`src/sv/ipv4_option_checker_top_assert.svh`:
```
// Assertion macros for the option checker.
`ifndef IPV4_OPTION_CHECKER_TOP_ASSERT_SVH
`define IPV4_OPTION_CHECKER_TOP_ASSERT_SVH

// Check a property on every rising clock edge outside reset.
`define IOC_ASSERT(lbl, prop, msg) \
   lbl: assert property (@(posedge clock) disable iff (reset) prop) else $error(msg);

// Check a property on every rising clock edge, reset included.
`define IOC_ASSERT_ALWAYS(lbl, prop, msg) \
   lbl: assert property (@(posedge clock) prop) else $error(msg);

`endif

```
`src/sv/ioc_pkg.sv`:
```
package ioc_pkg;

   localparam int MAX_HEADER_BYTES_DEFAULT = 60;
   localparam int POS_W = 6;
   localparam logic [5:0] BASE_LEN = 6'd20;

   localparam logic [7:0] OPT_END  = 8'd0;
   localparam logic [7:0] OPT_NOP  = 8'd1;
   localparam logic [7:0] OPT_RR   = 8'd7;
   localparam logic [7:0] OPT_TS   = 8'd68;
   localparam logic [7:0] OPT_LSRR = 8'd131;
   localparam logic [7:0] OPT_SSRR = 8'd137;

   localparam logic [3:0] TS_ONLY    = 4'd0;
   localparam logic [3:0] TS_ADDR    = 4'd1;
   localparam logic [3:0] TS_PRESPEC = 4'd3;

   localparam logic [1:0] ST_ACCEPTED = 2'd0;
   localparam logic [1:0] ST_MALFORMED = 2'd1;
   localparam logic [1:0] ST_SRC_ROUTE = 2'd2;
   localparam logic [1:0] ST_SHORT = 2'd3;

   localparam int SEEN_SRR = 0;
   localparam int SEEN_RR  = 1;
   localparam int SEEN_TS  = 2;

   localparam logic [1:0] CSR_RECORD_ADDRESS = 2'd0;
   localparam logic [1:0] CSR_STAMP_VALUE    = 2'd1;
   localparam logic [1:0] CSR_LOCAL_ADDRESS  = 2'd2;

   typedef struct packed {
      logic             we;
      logic [POS_W-1:0] wa;
      logic [7:0]       wd;
      logic [POS_W-1:0] ra;
   } mem_req_type;

endpackage

```
`src/sv/ioc_store.sv`:
```
module ioc_store #(
   parameter int DEPTH = 60
) (
   input  logic                clock,
   input  ioc_pkg::mem_req_type req,
   output logic [7:0]          rd_data_ff
);
   import ioc_pkg::*;

   localparam int AW = $clog2(DEPTH);

   logic [7:0] store_ff [DEPTH];

   always_ff @(posedge clock) begin
      if (req.we) begin
         store_ff[req.wa[AW-1:0]] <= req.wd;
      end
      rd_data_ff <= store_ff[req.ra[AW-1:0]];
   end

endmodule

```
`src/sv/ioc_ctrl.sv`:
```
module ioc_ctrl #(
   parameter int MAX_HEADER_BYTES = 60
) (
   input  logic                 clock,
   input  logic                 reset,
   input  logic                 in_valid,
   output logic                 in_ready,
   input  logic [7:0]           in_byte,
   input  logic                 in_last,
   output logic                 out_valid_ff,
   input  logic                 out_ready,
   output logic [7:0]           out_byte_ff,
   output logic                 out_last_ff,
   output logic [8:0]           out_user_ff,
   input  logic [31:0]          record_address,
   input  logic [31:0]          stamp_value,
   input  logic [31:0]          local_address,
   output ioc_pkg::mem_req_type mem_req,
   input  logic [7:0]           rd_data
);
   import ioc_pkg::*;

   localparam logic [5:0] MAX_N = 6'(MAX_HEADER_BYTES);

   localparam logic [3:0] S_LOAD   = 4'd0;
   localparam logic [3:0] S_START  = 4'd1;
   localparam logic [3:0] S_WALK   = 4'd2;
   localparam logic [3:0] S_KIND   = 4'd3;
   localparam logic [3:0] S_LEN    = 4'd4;
   localparam logic [3:0] S_PTR    = 4'd5;
   localparam logic [3:0] S_FLG    = 4'd6;
   localparam logic [3:0] S_CMP    = 4'd7;
   localparam logic [3:0] S_PUT    = 4'd8;
   localparam logic [3:0] S_PTRW   = 4'd9;
   localparam logic [3:0] S_CLR    = 4'd10;
   localparam logic [3:0] S_CLRC   = 4'd11;
   localparam logic [3:0] S_OSTART = 4'd12;
   localparam logic [3:0] S_OLD    = 4'd13;
   localparam logic [3:0] S_OWT    = 4'd14;

   logic [3:0]  state_ff, state_in;
   logic [5:0]  count_ff, count_in;
   logic [3:0]  ihl_ff, ihl_in;
   logic [5:0]  pos_ff, pos_in;
   logic [5:0]  end_ff, end_in;
   logic [7:0]  kind_ff, kind_in;
   logic [7:0]  olen_ff, olen_in;
   logic [7:0]  ptr_ff, ptr_in;
   logic [2:0]  seen_ff, seen_in;
   logic        chg_ff, chg_in;
   logic [1:0]  status_ff, status_in;
   logic [5:0]  off_ff, off_in;
   logic [5:0]  base_ff, base_in;
   logic [2:0]  cnt_ff, cnt_in;
   logic [63:0] pdata_ff, pdata_in;
   logic [7:0]  npt_ff, npt_in;
   logic        miss_ff, miss_in;
   logic [5:0]  idx_ff, idx_in;
   logic        out_valid_in, out_last_in;
   logic [7:0]  out_byte_in;
   logic [8:0]  out_user_in;

   always_comb begin
      logic [5:0] left;
      logic [5:0] hl;
      logic [5:0] adv;
      logic [8:0] at9;
      logic [7:0] lbyte;
      logic       fault;
      logic [5:0] foff;
      left  = end_ff - pos_ff;
      hl    = {ihl_ff, 2'b00};
      adv   = 6'(9'(pos_ff) + 9'(olen_ff));
      at9   = 9'(pos_ff) + 9'(ptr_ff) - 9'd1;
      lbyte = 8'(local_address >> {cnt_ff - 3'd1, 3'b000});
      fault = 1'b0;
      foff  = '0;

      state_in = state_ff;
      count_in = count_ff;
      ihl_in = ihl_ff;
      pos_in = pos_ff;
      end_in = end_ff;
      kind_in = kind_ff;
      olen_in = olen_ff;
      ptr_in = ptr_ff;
      seen_in = seen_ff;
      chg_in = chg_ff;
      status_in = status_ff;
      off_in = off_ff;
      base_in = base_ff;
      cnt_in = cnt_ff;
      pdata_in = pdata_ff;
      npt_in = npt_ff;
      miss_in = miss_ff;
      idx_in = idx_ff;
      out_valid_in = out_valid_ff;
      out_byte_in = out_byte_ff;
      out_last_in = out_last_ff;
      out_user_in = out_user_ff;
      mem_req = '0;
      in_ready = (state_ff == S_LOAD);

      case (state_ff)
         S_LOAD: begin
            if (in_valid) begin
               if (count_ff < MAX_N) begin
                  mem_req.we = 1'b1;
                  mem_req.wa = count_ff;
                  mem_req.wd = in_byte;
                  count_in = count_ff + 6'd1;
                  if (count_ff == '0) begin
                     ihl_in = in_byte[3:0];
                  end
               end
               if (in_last) begin
                  state_in = S_START;
               end
            end
         end
         S_START: begin
            seen_in = '0;
            chg_in = 1'b0;
            status_in = ST_ACCEPTED;
            off_in = '0;
            idx_in = '0;
            state_in = S_OSTART;
            if (count_ff < BASE_LEN) begin
               status_in = ST_SHORT;
            end else if (hl < BASE_LEN) begin
               status_in = ST_MALFORMED;
            end else if (count_ff < hl) begin
               status_in = ST_SHORT;
            end else begin
               pos_in = BASE_LEN;
               end_in = hl;
               state_in = S_WALK;
            end
         end
         S_WALK: begin
            if (pos_ff >= end_ff) begin
               state_in = S_OSTART;
            end else begin
               mem_req.ra = pos_ff;
               state_in = S_KIND;
            end
         end
         S_KIND: begin
            kind_in = rd_data;
            if (rd_data == OPT_END) begin
               base_in = pos_ff + 6'd1;
               state_in = S_CLR;
            end else if (rd_data == OPT_NOP) begin
               pos_in = pos_ff + 6'd1;
               state_in = S_WALK;
            end else if (left < 6'd2) begin
               fault = 1'b1;
               foff = pos_ff;
            end else begin
               mem_req.ra = pos_ff + 6'd1;
               state_in = S_LEN;
            end
         end
         S_LEN: begin
            olen_in = rd_data;
            mem_req.ra = pos_ff + 6'd2;
            state_in = S_PTR;
            if (rd_data < 8'd2 || rd_data > 8'(left)) begin
               fault = 1'b1;
               foff = pos_ff;
            end else if (kind_ff == OPT_LSRR || kind_ff == OPT_SSRR) begin
               if (rd_data < 8'd3) begin
                  fault = 1'b1;
                  foff = pos_ff + 6'd1;
               end
            end else if (kind_ff == OPT_RR) begin
               if (seen_ff[SEEN_RR]) begin
                  fault = 1'b1;
                  foff = pos_ff;
               end else if (rd_data < 8'd3) begin
                  fault = 1'b1;
                  foff = pos_ff + 6'd1;
               end
            end else if (kind_ff == OPT_TS) begin
               if (seen_ff[SEEN_TS]) begin
                  fault = 1'b1;
                  foff = pos_ff;
               end else if (rd_data < 8'd4) begin
                  fault = 1'b1;
                  foff = pos_ff + 6'd1;
               end
            end else begin
               // unknown option: skip it whole
               pos_in = 6'(9'(pos_ff) + 9'(rd_data));
               state_in = S_WALK;
            end
         end
         S_PTR: begin
            ptr_in = rd_data;
            state_in = S_WALK;
            if (kind_ff == OPT_LSRR || kind_ff == OPT_SSRR) begin
               if (rd_data < 8'd4) begin
                  fault = 1'b1;
                  foff = pos_ff + 6'd2;
               end else if (seen_ff[SEEN_SRR]) begin
                  fault = 1'b1;
                  foff = pos_ff;
               end else begin
                  seen_in[SEEN_SRR] = 1'b1;
                  pos_in = adv;
               end
            end else if (kind_ff == OPT_RR) begin
               if (rd_data < 8'd4) begin
                  fault = 1'b1;
                  foff = pos_ff + 6'd2;
               end else if (rd_data <= olen_ff) begin
                  if (9'(rd_data) + 9'd3 > 9'(olen_ff)) begin
                     fault = 1'b1;
                     foff = pos_ff + 6'd2;
                  end else begin
                     seen_in[SEEN_RR] = 1'b1;
                     base_in = 6'(9'(pos_ff) + 9'(rd_data) - 9'd1);
                     pdata_in = {32'd0, record_address};
                     cnt_in = 3'd3;
                     npt_in = rd_data + 8'd4;
                     state_in = S_PUT;
                  end
               end else begin
                  seen_in[SEEN_RR] = 1'b1;
                  pos_in = adv;
               end
            end else begin
               if (rd_data < 8'd5) begin
                  fault = 1'b1;
                  foff = pos_ff + 6'd2;
               end else begin
                  mem_req.ra = pos_ff + 6'd3;
                  state_in = S_FLG;
               end
            end
         end
         S_FLG: begin
            state_in = S_PUT;
            base_in = 6'(at9);
            if (ptr_ff <= olen_ff) begin
               if (9'(ptr_ff) + 9'd3 > 9'(olen_ff)) begin
                  fault = 1'b1;
                  foff = pos_ff + 6'd2;
               end else if (rd_data[3:0] == TS_ONLY) begin
                  seen_in[SEEN_TS] = 1'b1;
                  pdata_in = {32'd0, stamp_value};
                  cnt_in = 3'd3;
                  npt_in = ptr_ff + 8'd4;
               end else if (rd_data[3:0] == TS_ADDR || rd_data[3:0] == TS_PRESPEC) begin
                  if (9'(ptr_ff) + 9'd7 > 9'(olen_ff)) begin
                     fault = 1'b1;
                     foff = pos_ff + 6'd2;
                  end else begin
                     seen_in[SEEN_TS] = 1'b1;
                     npt_in = ptr_ff + 8'd8;
                     if (rd_data[3:0] == TS_ADDR) begin
                        pdata_in = {stamp_value, record_address};
                        cnt_in = 3'd7;
                     end else begin
                        cnt_in = '0;
                        miss_in = 1'b0;
                        state_in = S_CMP;
                     end
                  end
               end else begin
                  fault = 1'b1;
                  foff = pos_ff + 6'd3;
               end
            end else begin
               // full option: bump the overflow nibble
               if (rd_data[7:4] == 4'hF) begin
                  fault = 1'b1;
                  foff = pos_ff + 6'd3;
               end else begin
                  seen_in[SEEN_TS] = 1'b1;
                  mem_req.we = 1'b1;
                  mem_req.wa = pos_ff + 6'd3;
                  mem_req.wd = rd_data + 8'd16;
                  chg_in = 1'b1;
                  pos_in = adv;
                  state_in = S_WALK;
               end
            end
         end
         S_CMP: begin
            // compare the prespecified address one byte a cycle
            mem_req.ra = base_ff + 6'(cnt_ff);
            cnt_in = cnt_ff + 3'd1;
            if (cnt_ff != '0 && rd_data != lbyte) begin
               miss_in = 1'b1;
            end
            if (cnt_ff == 3'd4) begin
               if (miss_in) begin
                  pos_in = adv;
                  state_in = S_WALK;
               end else begin
                  base_in = base_ff + 6'd4;
                  pdata_in = {32'd0, stamp_value};
                  cnt_in = 3'd3;
                  state_in = S_PUT;
               end
            end
         end
         S_PUT: begin
            mem_req.we = 1'b1;
            mem_req.wa = base_ff;
            mem_req.wd = pdata_ff[7:0];
            pdata_in = pdata_ff >> 8;
            base_in = base_ff + 6'd1;
            cnt_in = cnt_ff - 3'd1;
            chg_in = 1'b1;
            if (cnt_ff == '0) begin
               state_in = S_PTRW;
            end
         end
         S_PTRW: begin
            mem_req.we = 1'b1;
            mem_req.wa = pos_ff + 6'd2;
            mem_req.wd = npt_ff;
            pos_in = adv;
            state_in = S_WALK;
         end
         S_CLR: begin
            if (base_ff >= end_ff) begin
               state_in = S_OSTART;
            end else begin
               mem_req.ra = base_ff;
               state_in = S_CLRC;
            end
         end
         S_CLRC: begin
            if (rd_data != 8'd0) begin
               mem_req.we = 1'b1;
               mem_req.wa = base_ff;
               chg_in = 1'b1;
            end
            base_in = base_ff + 6'd1;
            state_in = S_CLR;
         end
         S_OSTART: begin
            if (status_ff == ST_ACCEPTED && seen_ff[SEEN_SRR]) begin
               status_in = ST_SRC_ROUTE;
            end
            mem_req.ra = idx_ff;
            state_in = S_OLD;
         end
         S_OLD: begin
            out_valid_in = 1'b1;
            out_byte_in = rd_data;
            out_last_in = (idx_ff + 6'd1 == count_ff);
            out_user_in = out_last_in ? {chg_ff, off_ff, status_ff} : '0;
            state_in = S_OWT;
         end
         S_OWT: begin
            if (out_ready) begin
               out_valid_in = 1'b0;
               if (out_last_ff) begin
                  count_in = '0;
                  seen_in = '0;
                  pos_in = '0;
                  state_in = S_LOAD;
               end else begin
                  idx_in = idx_ff + 6'd1;
                  mem_req.ra = idx_in;
                  state_in = S_OLD;
               end
            end
         end
         default: begin
            state_in = S_LOAD;
         end
      endcase

      if (fault) begin
         status_in = ST_MALFORMED;
         off_in = foff;
         state_in = S_OSTART;
      end
   end

   always_ff @(posedge clock) begin
      if (reset) begin
         state_ff <= S_LOAD;
         count_ff <= '0;
         seen_ff <= '0;
         pos_ff <= '0;
         out_valid_ff <= 1'b0;
         chg_ff <= 1'b0;
      end else begin
         state_ff <= state_in;
         count_ff <= count_in;
         seen_ff <= seen_in;
         pos_ff <= pos_in;
         out_valid_ff <= out_valid_in;
         chg_ff <= chg_in;
      end
      ihl_ff <= ihl_in;
      end_ff <= end_in;
      kind_ff <= kind_in;
      olen_ff <= olen_in;
      ptr_ff <= ptr_in;
      status_ff <= status_in;
      off_ff <= off_in;
      base_ff <= base_in;
      cnt_ff <= cnt_in;
      pdata_ff <= pdata_in;
      npt_ff <= npt_in;
      miss_ff <= miss_in;
      idx_ff <= idx_in;
      out_byte_ff <= out_byte_in;
      out_last_ff <= out_last_in;
      out_user_ff <= out_user_in;
   end

endmodule

```
`src/sv/ipv4_option_checker_top.sv`:
```
// IPv4 option checker: takes one header byte per transfer on req_ (tlast on the final byte),
// buffers up to MAX_HEADER_BYTES bytes in a single-port-write header memory, then walks the
// option area from byte 20 to IHL*4 and rewrites record-route and timestamp options in place.
// Every buffered byte then leaves on rsp_ in original order; the last transfer carries the
// verdict (accepted, malformed with offset, source route present, short header) and the
// changed flag. Per packet the block takes one input byte per cycle while req_tvalid is high,
// checks the header, examines each option (one memory read per examined byte), compares a
// prespecified timestamp address, writes each rewritten slot byte and then the pointer,
// reads the bytes after an End option and clears any that are nonzero, then sends the bytes
// one at a time, reading each through the one read port after the previous one is taken.
// Input is refused from the last input byte until the last output transfer. Write the csr_
// registers only while no packet is in flight.
module ipv4_option_checker_top #(
   parameter int MAX_HEADER_BYTES = ioc_pkg::MAX_HEADER_BYTES_DEFAULT
) (
   input  logic        clock,
   input  logic        reset,
   input  logic        req_tvalid,
   output logic        req_tready,
   input  logic [7:0]  req_tdata,   // [7:0] header_byte
   input  logic        req_tlast,
   output logic        rsp_tvalid,
   input  logic        rsp_tready,
   output logic [7:0]  rsp_tdata,   // [7:0] out_byte
   output logic        rsp_tlast,
   output logic [8:0]  rsp_tuser,   // [1:0] status, [7:2] problem_offset, [8] was_changed
   input  logic        csr_we,
   input  logic [1:0]  csr_index,
   input  logic [31:0] csr_wdata
);
   import ioc_pkg::*;

   `include "ipv4_option_checker_top_assert.svh"

   logic [31:0] record_address_ff;
   logic [31:0] stamp_value_ff;
   logic [31:0] local_address_ff;
   mem_req_type mem_req;
   logic [7:0]  rd_data;

   // Hold configuration; write the addressed register, drop writes beyond the list.
   always_ff @(posedge clock) begin
      if (reset) begin
         record_address_ff <= 32'd314159;
         stamp_value_ff <= 32'd1;
         local_address_ff <= 32'd0;
      end else if (csr_we) begin
         case (csr_index)
            CSR_RECORD_ADDRESS: record_address_ff <= csr_wdata;
            CSR_STAMP_VALUE:    stamp_value_ff <= csr_wdata;
            CSR_LOCAL_ADDRESS:  local_address_ff <= csr_wdata;
            default: begin
            end
         endcase
      end
   end

   // Header buffer: one write and one registered read per cycle.
   ioc_store #(
      .DEPTH(MAX_HEADER_BYTES)
   ) u_store (
      .clock(clock),
      .req(mem_req),
      .rd_data_ff(rd_data)
   );

   // Load, walk, rewrite and emit sequencer.
   ioc_ctrl #(
      .MAX_HEADER_BYTES(MAX_HEADER_BYTES)
   ) u_ctrl (
      .clock(clock),
      .reset(reset),
      .in_valid(req_tvalid),
      .in_ready(req_tready),
      .in_byte(req_tdata),
      .in_last(req_tlast),
      .out_valid_ff(rsp_tvalid),
      .out_ready(rsp_tready),
      .out_byte_ff(rsp_tdata),
      .out_last_ff(rsp_tlast),
      .out_user_ff(rsp_tuser),
      .record_address(record_address_ff),
      .stamp_value(stamp_value_ff),
      .local_address(local_address_ff),
      .mem_req(mem_req),
      .rd_data(rd_data)
   );

   // Input and output phases never overlap.
   `IOC_ASSERT(a_no_overlap, !(req_tready && rsp_tvalid), "input taken while output pending")
   // Verdict fields only on the final byte.
   `IOC_ASSERT(a_user_last, (rsp_tvalid && !rsp_tlast) |-> (rsp_tuser == 9'd0), "status off last")
   // Reset leaves the output idle.
   `IOC_ASSERT_ALWAYS(a_reset_idle, reset |=> !rsp_tvalid, "output valid after reset")
   // A final transfer returns the block to input.
   `IOC_ASSERT(a_back_to_load, (rsp_tvalid && rsp_tready && rsp_tlast) |=> req_tready, "no reload")

endmodule

```
`config.mk`:
```
export PLATFORM = sky130hd
export DESIGN_NAME = ipv4_option_checker_top
export DESIGN_NICKNAME = d
export VERILOG_FILES = /design/src/sv/ioc_pkg.sv /design/src/sv/ioc_store.sv /design/src/sv/ioc_ctrl.sv /design/src/sv/ipv4_option_checker_top.sv
export VERILOG_INCLUDE_DIRS = /design/src /design/src/sv
export SDC_FILE = /design/constraint.sdc
export NUM_CORES = 1
export LEC_CHECK = 0
export BUFFER_PORTS_ARGS = -buffer_cell sky130_fd_sc_hd__buf_4
export CAP_MARGIN = 10
export CORE_MARGIN = 10
export CORE_UTILIZATION = 40
export DETAILED_ROUTE_END_ITERATION = 10
export PLACE_DENSITY = 0.61
export REMOVE_ABC_BUFFERS = 1
export SYNTH_ARGS = -nofsm -noshare
export SYNTH_HDL_FRONTEND = slang
export SYNTH_SLANG_ARGS = --single-unit
```
`constraint.sdc`:
```
create_clock -name clock -period 12 [get_ports clock]
set_input_delay 2.4 -clock clock [delete_from_list [all_inputs] [get_ports clock]]
set_output_delay 2.4 -clock clock [all_outputs]
set_load 0.03 [all_outputs]
```
# Yosys cells after proc, flatten, opt, wreduce, memory -nomap -nowiden
# Memories as Yosys holds them, arrays and structs flattened. A register that Yosys moved wholly into a read port is not among the register bits.
# Cells that the tools add are included.
totals:
  memories: 1
  ram_bits: 480
  ff_bits: 263
  output_inout_bits: 20
  elab_cells: 424
  input_bits: 48
mem_list:
  columns: ["name", "words", "width", "rd", "rd_clocked_by_memory_dff", "wr", "line_no", "rtl"]
  rows:
  - ["u_store.store_ff", 60, 8, 1, 1, 1, "ioc_store.sv:12", "logic [7:0] store_ff [DEPTH];"]
op_classes:
  reduce_logical: 50
  n_mux: 220
  n_eq_ne: 81
  n_lt_le_gt_ge: 17
  bitwise: 3
  shifts: 1
  n_addsub: 23
op_table:
  columns: ["op", "count"]
  rows:
  - ["64-bit 2-to-1 mux", 13]
  - ["6-bit 2-to-1 mux", 70]
  - ["64-bit case mux with 4 select lines", 1]
  - ["4-bit 2-to-1 mux", 30]
  - ["6-bit case mux with 8 select lines", 2]
  - ["8-bit 2-to-1 mux", 10]
  - ["15-bit 2-to-1 mux", 4]
  - ["4-bit case mux with 15 select lines", 1]
  - ["3-bit 2-to-1 mux", 18]
  - ["1-bit 2-to-1 mux", 51]
  - ["2-bit != test (second input constant)", 21]
  - ["7-bit case mux with 5 select lines", 1]
  - ["4-bit == test (second input constant)", 8]
  - ["8-bit case mux with 4 select lines", 1]
  - ["32-bit by 6-bit >> shifter with 8-bit output", 1]
  - ["2-bit by 1-bit != test with 1-bit output (second input constant)", 15]
  - ["6-bit case mux with 5 select lines", 1]
  - ["9-bit by 8-bit greater-than comparator with 1-bit output", 3]
  - ["6-bit by 1-bit adder with 6-bit output (second input constant)", 4]
  - ["6-bit case mux with 2 select lines", 2]
  - ["6-bit case mux with 4 select lines", 1]
  - ["7-bit AND reduction", 3]
  - ["10-bit AND reduction", 2]
  - ["20-bit AND reduction", 1]
  - ["other kinds (70)", 131]

# Logic depth before layout (Yosys ltp)
# Gate-level depths: netlist of run 1.
logic_depth:
  ltp_word: 10
  mapped_depth: 19
  mapped_depth_nobuf: 16

# By module
# Synthesis of run 1 repeated with hierarchy kept, for this count alone.
unflattened:
  cells_unflattened: 2551
  hier_area_um2: 35235.0
by_module_without_submodules:
  columns: ["mod", "cells_per_inst", "seq_area_each_um2", "n_inst", "area_each_um2"]
  rows:
  - ["ioc_store", 890, 14574.0, 1, 18944.4]
  - ["ioc_ctrl", 1298, 4784.6, 1, 12360.6]
  - ["ipv4_option_checker_top", 363, 1921.8, 1, 3930.0]

# Least setup slack after synthesis of run 1
# No wires, ideal clock.
synth_timing:
  path_type: "register -> register"
  startpoint: "reg u_ctrl.cnt_ff[0]"
  endpoint: "reg u_ctrl.pdata_ff[0] (enable)"
  setup_time_ns: 0.507
  n_path_buf: 2
  required_ns: 11.493
  t_arrival_ns: 6.034
  slack_ns: 5.459
  path_stages_with_launch: 14
  period_less_slack_ns: 6.541
  path_cell_list: "edfxtp_1 buf_2 inv_1 ha_1 clkbuf_1 mux4_2 nor4b_1 a31oi_1 o32ai_1 nand4_1 a21oi_1 and3_1 a211oi_1 a21oi_1"
synth_via:
  elab_chain_cells: 8
  word_cells_on_any_way: 11
  classes_between: "add/sub (1); eq/ne (4); shift (1); mux (2); reduce/logical (3)"
synth_rtl:
  columns: ["item", "line_no", "rtl"]
  rows:
  - ["start, declared", "ioc_ctrl.sv:54", "logic [2:0] cnt_ff, cnt_in;"]
  - ["start signal, assigned", "ioc_ctrl.sv:410", "cnt_ff <= cnt_in;"]
  - ["3-bit by 1-bit subtractor with 3-bit output", "ioc_ctrl.sv:75", "lbyte = 8'(local_address >> {cnt_ff - 3'd1, 3'b000});"]
  - ["32-bit by 6-bit >> shifter with 8-bit output", "ioc_ctrl.sv:75", null]
  - ["8-bit != test", "ioc_ctrl.sv:294", "if (cnt_ff != '0 && rd_data != lbyte) begin"]
  - ["1-bit logical AND", "ioc_ctrl.sv:294", null]
  - ["1-bit 2-to-1 mux", "ioc_ctrl.sv:294", null]
  - ["1-bit 2-to-1 mux", "ioc_ctrl.sv:104", "case (state_ff)"]
  - ["2-bit != test (no line)", null, null]
  - ["13-bit AND reduction (no line) (*)", null, null]
  - ["end signal, assigned", "ioc_ctrl.sv:411", "pdata_ff <= pdata_in;"]
  - ["end, declared", "ioc_ctrl.sv:55", "logic [63:0] pdata_ff, pdata_in;"]
# Every way passes the cells marked *; elsewhere a longest branch is shown, timed or not. The select of a mux whose other input is x is not followed.
# A chain may end at the register's enable or synchronous reset.

# Worst setup path in the final report of run 1
layout_timing:
  startpoint: "reg u_ctrl.pos_ff[4]"
  endpoint: "reg u_store.rd_data_ff[0], read port of u_store.store_ff"
layout_via:
  elab_chain_cells: 6
  word_cells_on_any_way: 14
  classes_between: "add/sub (4); order compare (2); mux (8)"
layout_rtl:
  columns: ["item", "line_no", "rtl"]
  rows:
  - ["start, declared", "ioc_ctrl.sv:44", "logic [5:0] pos_ff, pos_in;"]
  - ["start signal, assigned", "ioc_ctrl.sv:398", "pos_ff <= pos_in;"]
  - ["6-bit subtractor", "ioc_ctrl.sv:71", "left = end_ff - pos_ff;"]
  - ["6-bit by 2-bit < comparator with 1-bit output", "ioc_ctrl.sv:156", "end else if (left < 6'd2) begin"]
  - ["6-bit 2-to-1 mux", "ioc_ctrl.sv:156", null]
  - ["6-bit 2-to-1 mux", "ioc_ctrl.sv:153", "end else if (rd_data == OPT_NOP) begin"]
  - ["6-bit 2-to-1 mux", "ioc_ctrl.sv:150", "if (rd_data == OPT_END) begin"]
  - ["6-bit case mux with 8 select lines (*)", "ioc_ctrl.sv:104", null]
  - ["end, declared", "ioc_store.sv:6", "output logic [7:0] rd_data_ff"]
# Every way passes the cells marked *; elsewhere a longest branch is shown, timed or not.

==> results.md, run 1 <==
- Die ar.: 100900 um^2
- Gpl congestion: 0.9555
- Vias in the first global route: 24.30k
- Post-synth ARST share: 0
- DP Area: 37240 um^2
- Total iterations of the first detailed-routing run: 7
- Drt via density: 5.807
- Pwr/cell area: 245.7 nW/um^2
- RSZ-0062 raised after global routing: no
- Final WS setup: 6039 ps
- Starting Density: 0.4024
- Clock share of power: 0.256
- Routed Antenna Nets: 0
- CTS tree: built
- Setup bufs post-CTS: 0
- Gate Count Post-Synth: 3079
- Num ports: 68
- Detailed placer's ending HPWL: 67830 um
- H-Tree Depth: 3
- Final Hold Vio Count: 0
- Dominant cell type by area after synthesis: edfxtp_1
- Req. time, crit path: 12560 ps
- Largest net degree at the start of global routing: 113
- Nets: 3280
- Wire length per cell: 24.26 um
- Seq/Total Area, Yosys: 0.6003
- Final setup viols: 0
- Core Util, Final: 0.4533
- F_max: 167.8 MHz
- Dpl cells: 4201
- Final Max Tran Viols: 0
- Largest cells by area after synthesis: edfxtp_1 (53%), dfxtp_1 (7.2%), nand2_1 (6.4%), ha_1 (3.7%), mux2i_1 (3.7%)
- Layout cells sized above 1: 0.1037
- Worst Hold Class: flop to flop
- Initial antenna violation count: 3
- Final period util: 0.4967
- WHS: 453.3 ps
- Maximum fanout along the worst path: 48
- Headroom to the max-slew limit: 0.1960
- DRC violations left: 0
- Reg clk slew, reported paths: 60 ps
- Gr ovfl total: 0
- Tmin final: 5961 ps
- RR Startpoint: u_ctrl.pos_ff[4]
- Sw Ratio: 0.3931
- Multi-input gate area: 13300 um^2
- Outcome: complete, no violations
- Reg area: 21280 um^2
- Worst Skew: 34.30 ps
- Top FF cell, synth: edfxtp_1
- Syn_area_per_cell: 11.51 um^2
- Global-route wire length before repair: 158000 um
- Clk sinks: 751
- Crit Path Class: flop to flop
- Row count: 109
- Num CTS Buffers: 83
- Actual slew at the worst max-slew pin: 1176 ps
- Hold path startpoint: record_address_ff[24]
- Leak Pwr: 14.21 nW
- Cell Int Power: 5.955 mW
- Total Routed Length: 105700 um
- Most frequent cells after synthesis: edfxtp_1 (624), nand2_1 (600), a21oi_1 (201)
- EDFF count, synth: 624
- Synth cell types: 97
- Power, Total: 9.812 mW
- Drt first-iter violations: 2820
- Cell with the most instances after synthesis: edfxtp_1
- Max clock buf depth: 3
- Logic gate share of total power: 0.392
- P_sw: 3.857 mW
- CTS root buf: clkbuf_16
- Core outline area: 88100 um^2
- Post-synth top area share: 0.5286
- Area Growth Syn to Fin: 12.66%
- Setup TNS: 0 ps
- Worst setup SP type: flop
- Filler cell count: 8183
- Yosys warns: 0
- Flop pwr share: 0.351
- VDD IR max: 225.8 uV
- Data arrival, critical path: 6520 ps
- Final instance area: 39940 um^2
- Netlist Area Pre-Place: 35450 um^2
- Hold buffers post-CTS: 0
- Worst-skew pair later-pin latency: 660 ps
- DIE WIDTH: 317.7 um
- Gr usage total: 0.2014
- Port Buffers: 67
- Dpl ws: 5793 ps
- Element type at the critical path end: flop
- Fin cells: 4358
- Post-CTS resize count: 0
- Die H: 317.7 um
- Flop and latch count out of synthesis: 751
- # Max-Cap Violations: 0
- Vias: 25.31k
- Worst Setup SP: u_ctrl.pos_ff[4]
## flip-flops by register name (all words and copies together), names as in the netlist, 6 cells and up
signal              cells
u_ctrl.npt_ff           8
u_ctrl.off_ff           6
local_address_ff       32
u_ctrl.count_ff         6
u_ctrl.base_ff          6
u_ctrl.out_byte_ff      8
u_ctrl.kind_ff          8
u_store.rd_data_ff      8
u_store.store_ff      480
u_ctrl.pdata_ff        64
u_ctrl.idx_ff           6
u_ctrl.ptr_ff           8
u_ctrl.out_user_ff      9
u_ctrl.pos_ff           6
record_address_ff      32
u_ctrl.olen_ff          8
stamp_value_ff         32
## layout make-up
class,count,area share
sequential,751,0.5329
multi-input combinational,2092,0.3331
clock buffer,112,0.05649
tap,1165,0.03650
timing repair buffer,124,0.02362
clock inverter,42,0.01071
inverter,70,0.006579
antenna,2,0.0001253
## kinds of logic (layout without fill, tap and decap cells)
| family | after synthesis | count (layout) | synth area share |
|---|---|---|---|
| AO/OA/AOI/OAI | 613 | 613 | 0.1162 |
| XOR/XNOR | 87 | 87 | 0.02171 |
| adder cells (fa/ha/maj) | 110 | 110 | 0.03967 |
| buffers and inverters | 236 | 348 | 0.02954 |
| flip-flops | 751 | 751 | 0.6003 |
| multiplexers | 168 | 168 | 0.05284 |
| other | 0 | 2 | 0 |
| AND/OR/NAND/NOR | 1114 | 1114 | 0.1397 |
## placed cells by master (no fill, tap or decap), types with 28 or more instances in the layout
master,n
edfxtp_1,624
nand2_1,599
a21oi_1,199
nor2_1,175
mux2i_1,132
dfxtp_1,127
buf_4,123
nand3_1,121
ha_1,106
clkbuf_16,83
o21ai_0,72
inv_1,64
xnor2_1,61
a22oi_1,40
nand4_1,34
and3_1,31
a22o_1,28
## worst paths after layout
kind                                               to  slack (ps)  cells past startpoint
worst max-delay path            u_store.rd_data_ff[0]        6040                     14
worst min-delay path            record_address_ff[24]         450                      2
worst max register to register  u_store.rd_data_ff[0]        6040                     14
worst min register to register  record_address_ff[24]         450                      2
## routing by layer
metal  wire length (um)  vias to the layer above  global-route usage
li1                   -                    11503                   -
met1              45350                    12471              0.2754
met3               8225                      238             0.03548
met5                 14                        -                   0
met4               3991                        2             0.07870
met2              48160                     1094              0.3148
## power by group through the flow
stage	registers [mW]	clock network [mW]	logic, mW
floorplan	3.58	0	2.45
detailed placement	3.50	0	3.78
finish	3.45	2.52	3.85
global placement	3.49	0	3.76
CTS	3.44	2.56	3.80
global route	3.46	2.66	4.12
## worst max-delay path, stage by stage (launching register included)
cell      delay (ps)
dfxtp_1          740
clkinv_1         540
ha_1             380
or3_1            390
o22ai_2          190
xor2_2           250
a41o_1           470
a31o_4           610
buf_4            570
buf_4            580
mux2i_1          160
mux2i_1          150
o22ai_1          160
or4b_1           520
o211ai_1         100
(Power assumes the default switching activity.)
==> run 2, diff against run 1 <==
Clock period 12 ns to 5.65 ns, I/O delays scaled along.
==> results.md, run 2 (synthesis gave the netlist of run 1 again) <==
- Largest stage delay, worst path: 610 ps
- Commonest non-fill, non-tap cell in the layout: edfxtp_1
- Dpl ws: 754.0 ps
- Outcome: complete, no violations
- Num CTS Buffers: 82
- # Max-Cap Violations: 0
- DRC violations left: 0
- Largest net degree at the start of global routing: 74
- Req. time, crit path: 6240 ps
- Multi-input gate area: 13300 um^2
- Max clock buf depth: 3
- Gpl congestion: 1.012
- Total iterations of the first detailed-routing run: 6
- Total Routed Length: 110700 um
- CTS root buf: clkbuf_16
- Reg area: 21280 um^2
- Element type at the critical path end: flop
- Pwr/cell area: 523.3 nW/um^2
- Initial antenna violation count: 2
- Final period util: 0.8885
- Vias in the first global route: 24.79k
- Actual slew at the worst max-slew pin: 1152 ps
- Worst Skew: 27.68 ps
- Post-CTS resize count: 0
- Die ar.: 100900 um^2
- Worst-skew pair later-pin latency: 640 ps
- Maximum fanout along the worst path: 22
- Data arrival, critical path: 5610 ps
- Most frequent cells in the layout: edfxtp_1 (624), nand2_1 (599), buf_4 (225)
- Headroom to the max-slew limit: 0.2300
- Port Buffers: 67
- Nets: 3387
- Num ports: 68
- Starting Density: 0.4024
- Clk sinks: 751
- Wire length per cell: 24.81 um
- VDD IR max: 335.9 uV
- Final Hold Vio Count: 0
- Ant. Diodes: 0
- Routed Antenna Nets: 0
- Drt via density: 5.790
- Final WS setup: 630.2 ps
- Drt first-iter violations: 3062
- Vias: 25.82k
- Worst setup SP type: flop
- Largest register FFs: 480
- Die H: 317.7 um
- Gr usage total: 0.2112
- Detailed placer's ending HPWL: 75730 um
- Core outline area: 88100 um^2
- Final Max Tran Viols: 0
- Reg clk slew, reported paths: 60 ps
- Layout cells sized above 1: 0.1311
- Area Growth Syn to Fin: 15.06%
- Filler cell count: 8223
- Worst Hold Class: flop to flop
- Gr ovfl total: 0
- H-Tree Depth: 3
- Leak Pwr: 14.76 nW
- F_max: 199.2 MHz
- WHS: 454.4 ps
- Global-route wire length before repair: 165100 um
- Crit Path Class: flop to flop
- Crit path cell chain: clkinv_1 > ha_1 > nand2_1 > or3_1 > and3_1 > a221oi_2 > o211ai_4 > nand2_1 > o221ai_1 > and3_1 > nor4_1 > buf_4 > a211o_1
- DIE WIDTH: 317.7 um
- CTS tree: built
- Setup bufs post-CTS: 0
- Final setup viols: 0
- RSZ-0062 raised after global routing: no
- Hold buffers post-CTS: 0
- Slowest stage cell, crit path: nand2_1
- Row count: 109
- Tmin final: 5020 ps
-- run 2: cell count changes in the layout (fill, tap and decap cells not counted), moves of 3 or more --
cell / previous run / this run
clkbuf_1: 22 / 19
clkbuf_8: 7 / 4
buf_12: 1 / 6
clkinv_1: 14 / 19
clkinv_2: 14 / 9
buf_4: 123 / 225
-- run 2: worst max-delay path: cells and delay by family (launching register included) --
family | cells | cell delay [ps]
AND/OR/NAND/NOR | 6 | 2150
AO/OA/AOI/OAI | 4 | 1100
buffers and inverters | 2 | 620
flip-flops | 1 | 600
adder cells (fa/ha/maj) | 1 | 460
-- run 2: worst paths after layout --
kind	from	endpoint	slack, ps	cells after the start
max reg2reg	u_ctrl.pos_ff[4]	u_store.rd_data_ff[7]	630	13
max	u_ctrl.pos_ff[4]	u_store.rd_data_ff[7]	630	13
min	local_address_ff[1]	local_address_ff[1]	450	2
min reg2reg	local_address_ff[1]	local_address_ff[1]	450	2
-- run 2: layer usage --
layer,track usage,up-vias,share of wire
met3,0.03770,237,0.080
met5,0,-,0.000063
li1,-,11691,-
met1,0.2971,12768,0.43
met2,0.3245,1124,0.45
met4,0.07296,2,0.035
-- run 2: per-stage QoR --
step | std cells | util | TNS, ps | power (mW) | area, um^2
2_1_floorplan | 2913 | - | -793460 | 12.79 | 34660
3_3_place_gp | 4309 | 0.4325 | 0 | 15.94 | 38110
3_5_place_dp | 4309 | 0.4325 | 0 | 15.96 | 38110
4_1_cts | 4459 | 0.4629 | 0 | 21.31 | 40780
5_1_grt | 4460 | 0.4630 | 0 | 22.26 | 40790
6_report | 4460 | 0.4630 | 0 | 21.34 | 40790
-- run 2: report_power, final --
part,total (mW),leakage [nW],switching [mW],internal [mW]
registers,7.40,6.76,0.316,7.08
logic,8.59,6.71,5.85,2.74
clock network,5.36,1.30,2.26,3.10
-- run 2: final cells by class --
type | count | share of cell area
Tap cell | 1165 | 0.03574
Timing Repair Buffer | 232 | 0.04448
Clock inverter | 42 | 0.01037
Sequential cell | 751 | 0.5217
Multi-Input combinational cell | 2092 | 0.3260
Clock buffer | 108 | 0.05525
Inverter | 70 | 0.006442
